[src/sv/tss_pkg.sv]
// ----------------------------------------------------------------------------
// tss_pkg
// Shared constants, types and the divisor function for the series sine block.
// ----------------------------------------------------------------------------
package tss_pkg;

  // Series cap and number format.
  localparam int MAX_TERMS = 24;
  localparam int FRAC_BITS = 28;

  // Field widths fixed by the interface.
  localparam int ANGLE_W = 32;
  localparam int SINE_W  = 32;
  localparam int TERMS_W = 5;
  localparam int THR_W   = 29;
  localparam logic [THR_W-1:0] THR_RESET = 29'd27;

  // Configuration port.
  localparam int APB_AW = 3;
  localparam int APB_DW = 32;
  localparam logic REG_IDX_THRESHOLD = 1'b0;

  // Term magnitude holds values up to 2^60; the running sum is 64-bit signed.
  localparam int TERM_W = 61;
  localparam int SUM_W  = 64;
  localparam logic [TERM_W-1:0] TERM_MAX = {1'b1, {(TERM_W-1){1'b0}}};
  localparam logic signed [SUM_W-1:0] SUM_MAX = 64'sh4000_0000_0000_0000;
  localparam logic signed [SUM_W-1:0] SUM_MIN = -SUM_MAX;
  localparam logic signed [SUM_W-1:0] SINE_HI = 64'sh0000_0000_7FFF_FFFF;
  localparam logic signed [SUM_W-1:0] SINE_LO = -64'sh0000_0000_8000_0000;

  // Square of the angle magnitude, scaled back by the fraction bits.
  localparam int SQ_W = 2 * ANGLE_W;
  localparam int X2_W = SQ_W - FRAC_BITS;

  // Multiplier built from 32 x 32 partial products.
  localparam int CHUNK_LG = 5;
  localparam int CHUNK_W  = 1 << CHUNK_LG;
  localparam int T_CH     = (TERM_W + CHUNK_W - 1) / CHUNK_W;
  localparam int X_CH     = (X2_W + CHUNK_W - 1) / CHUNK_W;
  localparam int PROD_W   = CHUNK_W * (T_CH + X_CH);
  localparam int TI_W     = (T_CH > 1) ? $clog2(T_CH) : 1;
  localparam int XI_W     = (X_CH > 1) ? $clog2(X_CH) : 1;
  localparam int SH_W     = (T_CH + X_CH > 2) ? $clog2(T_CH + X_CH - 1) : 1;

  // Term index and divisor (2k+2)(2k+3).
  localparam int K_W   = $clog2(MAX_TERMS + 1);
  localparam int DIV_W = $clog2(2 * MAX_TERMS * (2 * MAX_TERMS + 1) + 1);

  // Radix-4 restoring divider: two quotient bits per cycle.
  localparam int DIV_N = (TERM_W + 1) / 2;
  localparam int QW    = 2 * DIV_N;
  localparam int DC_W  = $clog2(DIV_N + 1);

  typedef enum logic [2:0] {
    ST_IDLE,
    ST_SQUARE,
    ST_TEST,
    ST_MUL,
    ST_DIV,
    ST_FINISH
  } state_e;

  typedef struct packed {
    logic load;
    logic square;
    logic add_term;
    logic div_start;
    logic next_term;
    logic emit;
  } dp_cmd_t;

  typedef struct packed {
    logic k_cap;
    logic t_small;
    logic mul_busy;
    logic div_busy;
  } dp_status_t;

  function automatic logic [DIV_W-1:0] term_divisor(input logic [K_W-1:0] k);
    int kk;
    kk = int'(k);
    return DIV_W'((2 * kk + 2) * (2 * kk + 3));
  endfunction

endpackage

[src/sv/tss_ctrl.sv]
// ----------------------------------------------------------------------------
// tss_ctrl
// Sequencer for the series evaluation and the output valid flag.
// ----------------------------------------------------------------------------
module tss_ctrl (
  input  logic                 clk_i,
  input  logic                 rst_ni,
  input  logic                 in_valid_i,
  output logic                 in_stall_o,
  output logic                 out_valid_o,
  input  logic                 out_stall_i,
  input  tss_pkg::dp_status_t  status_i,
  output tss_pkg::dp_cmd_t     cmd_o
);
  import tss_pkg::*;

  state_e state_q, state_d;
  logic   out_valid_q, out_valid_d;

  always_ff @(posedge clk_i or negedge rst_ni) begin
    if (!rst_ni) begin
      state_q     <= ST_IDLE;
      out_valid_q <= 1'b0;
    end else begin
      state_q     <= state_d;
      out_valid_q <= out_valid_d;
    end
  end

  always_comb begin
    state_d     = state_q;
    out_valid_d = out_valid_q & out_stall_i;
    cmd_o       = '0;
    unique case (state_q)
      ST_IDLE: begin
        if (in_valid_i) begin
          cmd_o.load = 1'b1;
          state_d    = ST_SQUARE;
        end
      end
      ST_SQUARE: begin
        cmd_o.square = 1'b1;
        state_d      = ST_TEST;
      end
      ST_TEST: begin
        if (status_i.k_cap || status_i.t_small) begin
          state_d = ST_FINISH;
        end else begin
          cmd_o.add_term = 1'b1;
          state_d        = ST_MUL;
        end
      end
      ST_MUL: begin
        if (!status_i.mul_busy) begin
          cmd_o.div_start = 1'b1;
          state_d         = ST_DIV;
        end
      end
      ST_DIV: begin
        if (!status_i.div_busy) begin
          cmd_o.next_term = 1'b1;
          state_d         = ST_TEST;
        end
      end
      ST_FINISH: begin
        if (!out_valid_q || !out_stall_i) begin
          cmd_o.emit  = 1'b1;
          out_valid_d = 1'b1;
          state_d     = ST_IDLE;
        end
      end
      default: begin
        state_d = ST_IDLE;
      end
    endcase
  end

  assign in_stall_o  = (state_q != ST_IDLE);
  assign out_valid_o = out_valid_q;

endmodule

[config.mk]
export PLATFORM = sky130hd
export DESIGN_NAME = tss_ctrl
export DESIGN_NICKNAME = d
export VERILOG_FILES = /design/src/sv/tss_pkg.sv /design/src/sv/tss_ctrl.sv
export SDC_FILE = /design/constraint.sdc
export NUM_CORES = 1
export LEC_CHECK = 0
export BUFFER_PORTS_ARGS = -buffer_cell sky130_fd_sc_hd__clkbuf_2
export CORE_AREA = 2 2 39 41
export CTS_CLUSTER_SIZE = 20
export DETAILED_ROUTE_END_ITERATION = 10
export DIE_AREA = 0 0 41 43
export PLACE_DENSITY = 0.54
export SLEW_MARGIN = 10
export SYNTH_ARGS = -nofsm -noshare
export SYNTH_HDL_FRONTEND = slang
export SYNTH_SLANG_ARGS = --single-unit
[constraint.sdc]
create_clock -name clk_i -period 3 [get_ports clk_i]
set_input_delay 0.9 -clock clk_i [delete_from_list [all_inputs] [get_ports clk_i]]
set_output_delay 0.9 -clock clk_i [all_outputs]
set_load 0.01 [all_outputs]
==> impl_metrics.tcl, run 1 <==
set metrics [dict create \
    setup_viol_count_final 0 \
    ys_warn_count 0 \
    fp.coreArea_sq_um 1380 \
    yosysUniqueCellTypes 22 \
    synth_seq_cells 4 \
    highest_count_cells_in_the_layout_ignoring_fill_and_taps "clkbuf_2 (15), dfrtp_1 (4), nand2_1 (3), clkbuf_4 (3)" \
    totalWireLength_um 628 \
    critPathRequiredTime_ns 2.10 \
    worst-path-max-fanout 3 \
    area_growth_syn_to_layout_pct 31.1 \
    quantity_of_gates_resized_following_cts 0 \
    grt_max_degree 13 \
    endpoint_kind "output port" \
    mappedNetlistNets 40 \
    critPathArrivalTime_ns 1.49 \
    yosysSeqAreaShare 0.328 \
    finish.instance_area_sq_um 400 \
    cts.sink_count 4 \
    max_clock_freq_mhz 418 \
    fillerInstances 152 \
    hp-class "input pin to asynchronous set/reset pin" \
    finalCritPeriodShare 0.798 \
    nets 58 \
    timing.setup.critical_path_class "input pin to output port" \
    grt_use_met3 0.0785 \
    finClkSkew_ns 0.00162 \
    hpwlAfterDp_um 491 \
    slew_headroom 0.747 \
    power.density_nw_per_um2 977 \
    most_common_cell_after_layout_fill_and_taps_aside "clkbuf_2" \
    vias_per_cell 4.48 \
    grt_antenna_before_repair 0 \
    tritoncts "built" \
    num_antenna_cells 0 \
    cts_inserted_buffers 3 \
    clock_latency_on_the_worst_skew_pair_ns 0.23 \
    row_cnt 14 \
    avgSynthCellArea_sq_um 9.54 \
    initial_util 0.221 \
    total_leakage_power_nw 0.202 \
    htreeDepth 1 \
    detailedRoute.firstIterationViolations 2 \
    cts-root-buf "clkbuf_4" \
    dpl-instance-area_sq_um 378 \
    setup.worst_path.start_class "input pin" \
    gr-usage-met1 0.123 \
    io_buffers 15 \
    place.gp.congestion 0.715 \
    period_minus_slack_ns 2.39 \
    vdd_ir_drop_max_uv 438 \
    final_util 0.289 \
    report.final.slew_viol_count 0 \
    detailedRoute.firstPassIterationCount 4 \
    path_clk_slew_ns 0.03 \
    timing_hold_violations_final 0 \
    buffers_inserted_by_post_cts_timing_repair 0 \
    grt_pass1_wl_um 1010 \
    drcViolationCount 0 \
    worst-slew-pin-transition_ns 0.380 \
    num_vias 287 \
    postSynthCellCount 32 \
    drive_above_1_share 0.521 \
    die_area_sq_um 1760 \
    die_h_um 43 \
    post_drt_wl_per_cell_um 9.81 \
    ctsLongestPathBuffers 2 \
    syn-cell-area_sq_um 305 \
    die_w_um 41 \
    run_status "finished, final reports clean" \
    ant_nets 0 \
    ctsHoldBuffers 0 \
    grt_most_used_layer "met1" \
    track_usage 0.0885 \
    first_global_vias 233 \
    rsz0062_at_grt "no" \
    max_cap_violations 0 \
    grt.met2_usage 0.100 \
    ios 16 \
    grt.overflow.total 0 \
    setup_tns_ns 0 \
]
## sequential cells by signal, indices dropped and copies added, names as in the netlist
name and cells:
out_valid_o 1, state_q 3
## kinds of logic (layout without fill, tap and decap cells)
group / Yosys count / in the layout / share of synthesized area
multiplexers: 1 / 1 / 0.0492
flip-flops: 4 / 4 / 0.328
buffers and inverters: 4 / 20 / 0.0984
AO/OA/AOI/OAI: 8 / 8 / 0.197
AND/OR/NAND/NOR: 15 / 15 / 0.328
## worst paths after layout
| path | to | startpoint | cells after the start | slack [ns] |
|---|---|---|---|---|
| max | cmd_o[3] | status_i[2] | 5 | 0.61 |
| min | out_valid_o | rst_ni | 1 | 0.47 |
| max reg2reg | state_q[2] | state_q[0] | 2 | 1.91 |
| min reg2reg | out_valid_o | out_valid_o | 2 | 0.54 |
| max in group asynchronous | state_q[2] | rst_ni | 1 | 2.41 |
| min in group clk_i | out_valid_o | out_valid_o | 2 | 0.54 |
## Yosys cell counts
cell type	number	area, sq um
nand2b_4	1	13.8
mux2_4	1	15.0
or3_4	1	11.3
o22ai_2	1	12.5
a21oi_1	2	10.0
nor2_2	1	6.26
nand2_1	3	11.3
o21bai_1	1	7.51
nor2b_1	1	6.26
nor3b_1	2	15.0
o22ai_1	1	6.26
a31oi_1	1	6.26
buf_6	2	22.5
nor2_1	2	7.51
a31o_2	1	8.76
nand2b_1	1	6.26
nor3_2	1	10.0
nor3_1	1	5.00
a2bb2oi_1	1	8.76
dfrtp_1	4	100
inv_1	2	7.51
nand3b_1	1	7.51
## power breakdown
| group | switching [W] | total (W) | internal, W |
|---|---|---|---|
| sequential | 0.0000621 | 0.000142 | 0.0000798 |
| combinational | 0.0000781 | 0.000184 | 0.000106 |
| clock | 0.0000203 | 0.0000649 | 0.0000446 |
| total | 0.000160 | 0.000391 | 0.000231 |
## critical path: stages
cell      delay, ns
clkbuf_2       0.08
nor2_1         0.16
nand2_1        0.07
nor3_1         0.13
clkbuf_2       0.16
## layer usage
layer | wire, um | vias to the layer above
met5 | 0 | -
met4 | 0 | 0
met3 | 77 | 0
met2 | 251 | 16
met1 | 299 | 126
li1 | - | 145
## cell type report
type | instances | area [sq um] | area share
Clock buffer | 3 | 22.5 | 0.0562
Inverter | 2 | 7.51 | 0.0188
Timing Repair Buffer | 15 | 75.1 | 0.188
Sequential cell | 4 | 100 | 0.250
Tap cell | 16 | 20.0 | 0.0500
Multi-Input combinational cell | 24 | 175 | 0.438
## stage by stage
step,cells,hold WS (ns),setup WS (ns),total power (W)
after floorplan,32,0.559,0.730,0.000295
after global placement,61,0.540,0.619,0.000331
after detailed placement,61,0.545,0.591,0.000331
after CTS,64,0.462,0.589,0.000399
after global routing,64,0.462,0.495,0.000431
final,64,0.466,0.607,0.000391
(Power assumes the default switching activity.)
==> inputs of run 2 (changes only) <==
- clock period: 3 -> 2.5 ns (I/O delays scaled with it)
==> run 2 against run 1 <==
Clock skew increased by 0.00055 ns; via count increased by 1.4%; register-to-register slack worse by 0.49 ns; clock power grew 19%; utilization is the same; critical endpoint is now cmd_o[5]; critical path type is now register to output port; total power grew 19%; non-clock buffer count stayed put; cell area is the same; setup slack got worse by 0.24 ns; sequential cell count did not move.
==> impl_metrics.tcl, run 2 (same netlist as run 1, synthesis figures left out) <==
set metrics [dict create \
    run_status "finished, final reports clean" \
    num_antenna_cells 0 \
    wl_met1_um 297 \
    ctsLongestPathBuffers 2 \
    rrSetupSlack_ns 1.42 \
    tritoncts "built" \
    row_cnt 14 \
    multi_input_area_sq_um 175 \
    die_h_um 43 \
    power.density_nw_per_um2 1170 \
    critPathArrivalTime_ns 1.38 \
    vias_per_cell 4.55 \
    clock_latency_on_the_worst_skew_pair_ns 0.23 \
    vdd_ir_drop_max_uv 427 \
    track_usage 0.102 \
    max_cap_violations 0 \
    post_drt_wl_per_cell_um 9.72 \
    worst_hold_slack_ns 0.318 \
    fp.coreArea_sq_um 1380 \
    critPathRequiredTime_ns 1.75 \
    drcViolationCount 0 \
    worst-slew-pin-transition_ns 0.371 \
    report.final.slew_viol_count 0 \
    htreeDepth 1 \
    endpoint_kind "output port" \
    io_buffers 15 \
    worst-path-max-fanout 12 \
    grt_antenna_before_repair 0 \
    quantity_of_gates_resized_following_cts 0 \
    grt_max_degree 13 \
    die_w_um 41 \
    cts_inserted_buffers 3 \
    timing_hold_violations_final 0 \
    grt_pass1_wl_um 1150 \
    detailedRoute.firstPassIterationCount 4 \
    route.met2.wl_um 258 \
    setup_viol_count_final 0 \
    highest-signal-layer "met3" \
    grt.overflow.total 0 \
    timing.setup.critical_path_class "register to output port" \
    setup_tns_ns 0 \
    highest_count_cells_in_the_layout_ignoring_fill_and_taps "clkbuf_2 (15), dfrtp_1 (4), nand2_1 (3), clkbuf_4 (3)" \
    fillerInstances 161 \
    period_minus_slack_ns 2.13 \
    detailedRoute.firstIterationViolations 4 \
    total_leakage_power_nw 0.202 \
    setup.worst_path.start_class "register" \
    seq_area_sq_um 100 \
    area_growth_syn_to_layout_pct 31.1 \
    initial_util 0.221 \
    slew_headroom 0.752 \
    ant_nets 0 \
    rsz0062_at_grt "no" \
    ios 16 \
    cts.sink_count 4 \
    largest_register_ff_count 3 \
    die_area_sq_um 1760 \
    top_register "state_q" \
    ctsHoldBuffers 0 \
    nets 58 \
    finClkSkew_ns 0.00217 \
    num_vias 291 \
    first_global_vias 285 \
    met3WireLength_um 66 \
    most_common_cell_after_layout_fill_and_taps_aside "clkbuf_2" \
    hpwlAfterDp_um 508 \
    cts-root-buf "clkbuf_4" \
    finalCritPeriodShare 0.852 \
    drive_above_1_share 0.521 \
    place.gp.congestion 0.726 \
    buffers_inserted_by_post_cts_timing_repair 0 \
    max_clock_freq_mhz 470 \
    hp-class "input pin to asynchronous set/reset pin" \
    totalWireLength_um 622 \
    path_clk_slew_ns 0.04 \
]
## run 2: cell counts in the layout (fill, tap and decap cells not counted)
No cell type changed its count.
## run 2: path summary, 6_finish.rpt
check / endpoint / start / cells past startpoint
max: cmd_o[5] / state_q[0] / 3
max in group asynchronous: state_q[2] / rst_ni / 1
min reg2reg: out_valid_o / out_valid_o / 2
min: out_valid_o / rst_ni / 1
min in group clk_i: out_valid_o / out_valid_o / 2
max reg2reg: state_q[2] / state_q[0] / 2
## run 2: power breakdown
part           leakage, nW  switching [W]  internal, W
logic                0.138      0.0000928     0.000127
registers           0.0511      0.0000741    0.0000958
clock network       0.0138      0.0000236    0.0000535
total                0.202       0.000190     0.000277
## run 2: layout make-up
| class | instances | area share |
|---|---|---|
| flip-flops and latches | 4 | 0.250 |
| repair buffers | 15 | 0.188 |
| inverters | 2 | 0.0188 |
| multi-input cells | 24 | 0.438 |
| well taps | 16 | 0.0500 |
| clock buffers | 3 | 0.0562 |
## run 2: per-layer routing
metal / global-route usage / up-vias
met5: 0 / -
met4: 0.0400 / 0
met3: 0.0785 / 0
met2: 0.128 / 12
met1: 0.126 / 133
li1: - / 146
## run 2: critical path: stages, from the launching register on
cell and delay [ns]:
dfrtp_1 0.50, or3_4 0.44, nor2_2 0.08, clkbuf_2 0.13
## run 2: stage by stage
step	cell area (sq um)	util	setup slack, ns	cells	total power (W)
after floorplan	305	-	0.530	32	0.000354
after global placement	378	0.273	0.376	61	0.000393
after detailed placement	378	0.273	0.370	61	0.000396
after CTS	400	0.289	0.353	64	0.000478
after global routing	400	0.289	0.265	64	0.000520
final	400	0.289	0.371	64	0.000467
==> inputs of run 3 (changes only) <==
==> constraint.sdc (replaced) <==
create_clock -name clk_i -period 2.5 [get_ports clk_i]
set_input_delay 0.5 -clock clk_i [delete_from_list [all_inputs] [get_ports clk_i]]
set_output_delay 0.5 -clock clk_i [all_outputs]
set_load 0.01 [all_outputs]
==> run 3 against run 2 <==
Cell count unchanged; utilization stayed put; clock power increased by 4.0%; critical path type unchanged; die area did not move; critical endpoint unchanged.
==> impl_metrics.tcl, run 3 (same netlist as run 1, synthesis figures left out) <==
set metrics [dict create \
    finalCritPeriodShare 0.758 \
    most_common_cell_after_layout_fill_and_taps_aside "clkbuf_2" \
    highest_count_cells_in_the_layout_ignoring_fill_and_taps "clkbuf_2 (15), dfrtp_1 (4), nand2_1 (3), clkbuf_4 (3)" \
    cts_inserted_buffers 3 \
    slew_headroom 0.739 \
    endpoint_kind "output port" \
    detailedRoute.firstIterationViolations 2 \
    tritoncts "built" \
    clock_latency_on_the_worst_skew_pair_ns 0.24 \
    ant_nets 0 \
    vdd_ir_drop_max_uv 732 \
    final_cell_count_no_fill 64 \
    final_critical_path_setup_slack_ns 0.606 \
    post_drt_wl_per_cell_um 9.83 \
    grt_antenna_before_repair 0 \
    vias_per_cell 4.53 \
    report.final.slew_viol_count 0 \
    max_clock_freq_mhz 528 \
    die_h_um 43 \
    worst-slew-pin-transition_ns 0.392 \
    totalWireLength_um 629 \
    num_vias 290 \
    max_cap_violations 0 \
    nets 58 \
    setup_tns_ns 0 \
    die_area_sq_um 1760 \
    htreeDepth 1 \
    hp-class "input pin to asynchronous set/reset pin" \
    setup_viol_count_final 0 \
    timing.critical_path.cells "or3_4, nor2_2, clkbuf_2" \
    power.density_nw_per_um2 1180 \
    inst_count_dp 61 \
    buffers_inserted_by_post_cts_timing_repair 0 \
    row_cnt 14 \
    path_clk_slew_ns 0.04 \
    worst-path-max-fanout 12 \
    largest_register_ff_count 3 \
    first_global_vias 256 \
    detailedRoute.firstPassIterationCount 2 \
    fp.coreArea_sq_um 1380 \
    total_leakage_power_nw 0.202 \
    die_w_um 41 \
    timing_hold_violations_final 0 \
    place.gp.congestion 0.707 \
    grt_max_degree 13 \
    area_growth_syn_to_layout_pct 31.1 \
    rsz0062_at_grt "no" \
    dp_slack_ns 0.858 \
    drive_above_1_share 0.521 \
    period_minus_slack_ns 1.89 \
    ctsHoldBuffers 0 \
    critical_path.max_stage_delay_ns 0.51 \
    grt_pass1_wl_um 1000 \
    hpwlAfterDp_um 488 \
    cts-root-buf "clkbuf_4" \
    crit_path_top_delay_cell "dfrtp_1" \
    finClkSkew_ns 0.000503 \
    ios 16 \
    num_antenna_cells 0 \
    cts.sink_count 4 \
    critPathArrivalTime_ns 1.39 \
    track_usage 0.0865 \
    top_register "state_q" \
    grt.overflow.total 0 \
    rrSetupSlack_ns 1.41 \
    setup.worst_path.start_class "register" \
    timing.setup.critical_path_class "register to output port" \
    io_buffers 15 \
    initial_util 0.221 \
    ctsLongestPathBuffers 2 \
    critPathRequiredTime_ns 2.00 \
    drcViolationCount 0 \
    run_status "finished, final reports clean" \
    quantity_of_gates_resized_following_cts 0 \
]
-- run 3: cell counts in the layout (fill, tap and decap cells not counted) --
No cell type changed its count.
-- run 3: cell type report --
cell class	instances	area, sq um
clock buffer	3	22.5
fill	154	983
inverter	2	7.51
multi-input combinational	24	175
sequential	4	100
tap	16	20.0
timing repair buffer	15	75.1
-- run 3: path summary, 6_finish.rpt --
path,from,endpoint,cells past startpoint
setup reg to reg,state_q[0],state_q[2],2
hold reg to reg,out_valid_o,out_valid_o,2
max in group asynchronous,rst_ni,state_q[1],1
min in group clk_i,out_stall_i,out_valid_o,3
hold / removal,rst_ni,state_q[0],1
setup / recovery,state_q[0],cmd_o[5],3
-- run 3: power breakdown --
group	switching, W	internal, W	total (W)
Combinational	0.0000926	0.000128	0.000220
Clock	0.0000265	0.0000537	0.0000802
Sequential	0.0000753	0.0000957	0.000171
Total	0.000194	0.000277	0.000471
-- run 3: metrics by stage --
| stage | util | area, sq um | hold slack (ns) | power (W) |
|---|---|---|---|---|
| after detailed placement | 0.273 | 378 | 0.313 | 0.000397 |
| after global placement | 0.273 | 378 | 0.310 | 0.000397 |
| after global routing | 0.289 | 400 | 0.0635 | 0.000512 |
| after CTS | 0.289 | 400 | 0.0628 | 0.000479 |
| final | 0.289 | 400 | 0.0637 | 0.000471 |
| after floorplan | - | 305 | 0.204 | 0.000354 |
-- run 3: routing by layer --
| metal | GRT usage | wire [um] | part of all wire | vias to the layer above |
|---|---|---|---|---|
| li1 | - | - | - | 148 |
| met1 | 0.100 | 282 | 0.45 | 127 |
| met2 | 0.116 | 264 | 0.42 | 15 |
| met3 | 0.0628 | 81 | 0.13 | 0 |
| met4 | 0.0400 | 0 | 0 | 0 |
| met5 | 0 | 0 | 0 | - |
-- run 3: worst max-delay path: cells and delay by family, from the launching register on --
kind | cells | cell delay (ns)
flops | 1 | 0.51
simple gates | 2 | 0.53
buf+inv | 1 | 0.13
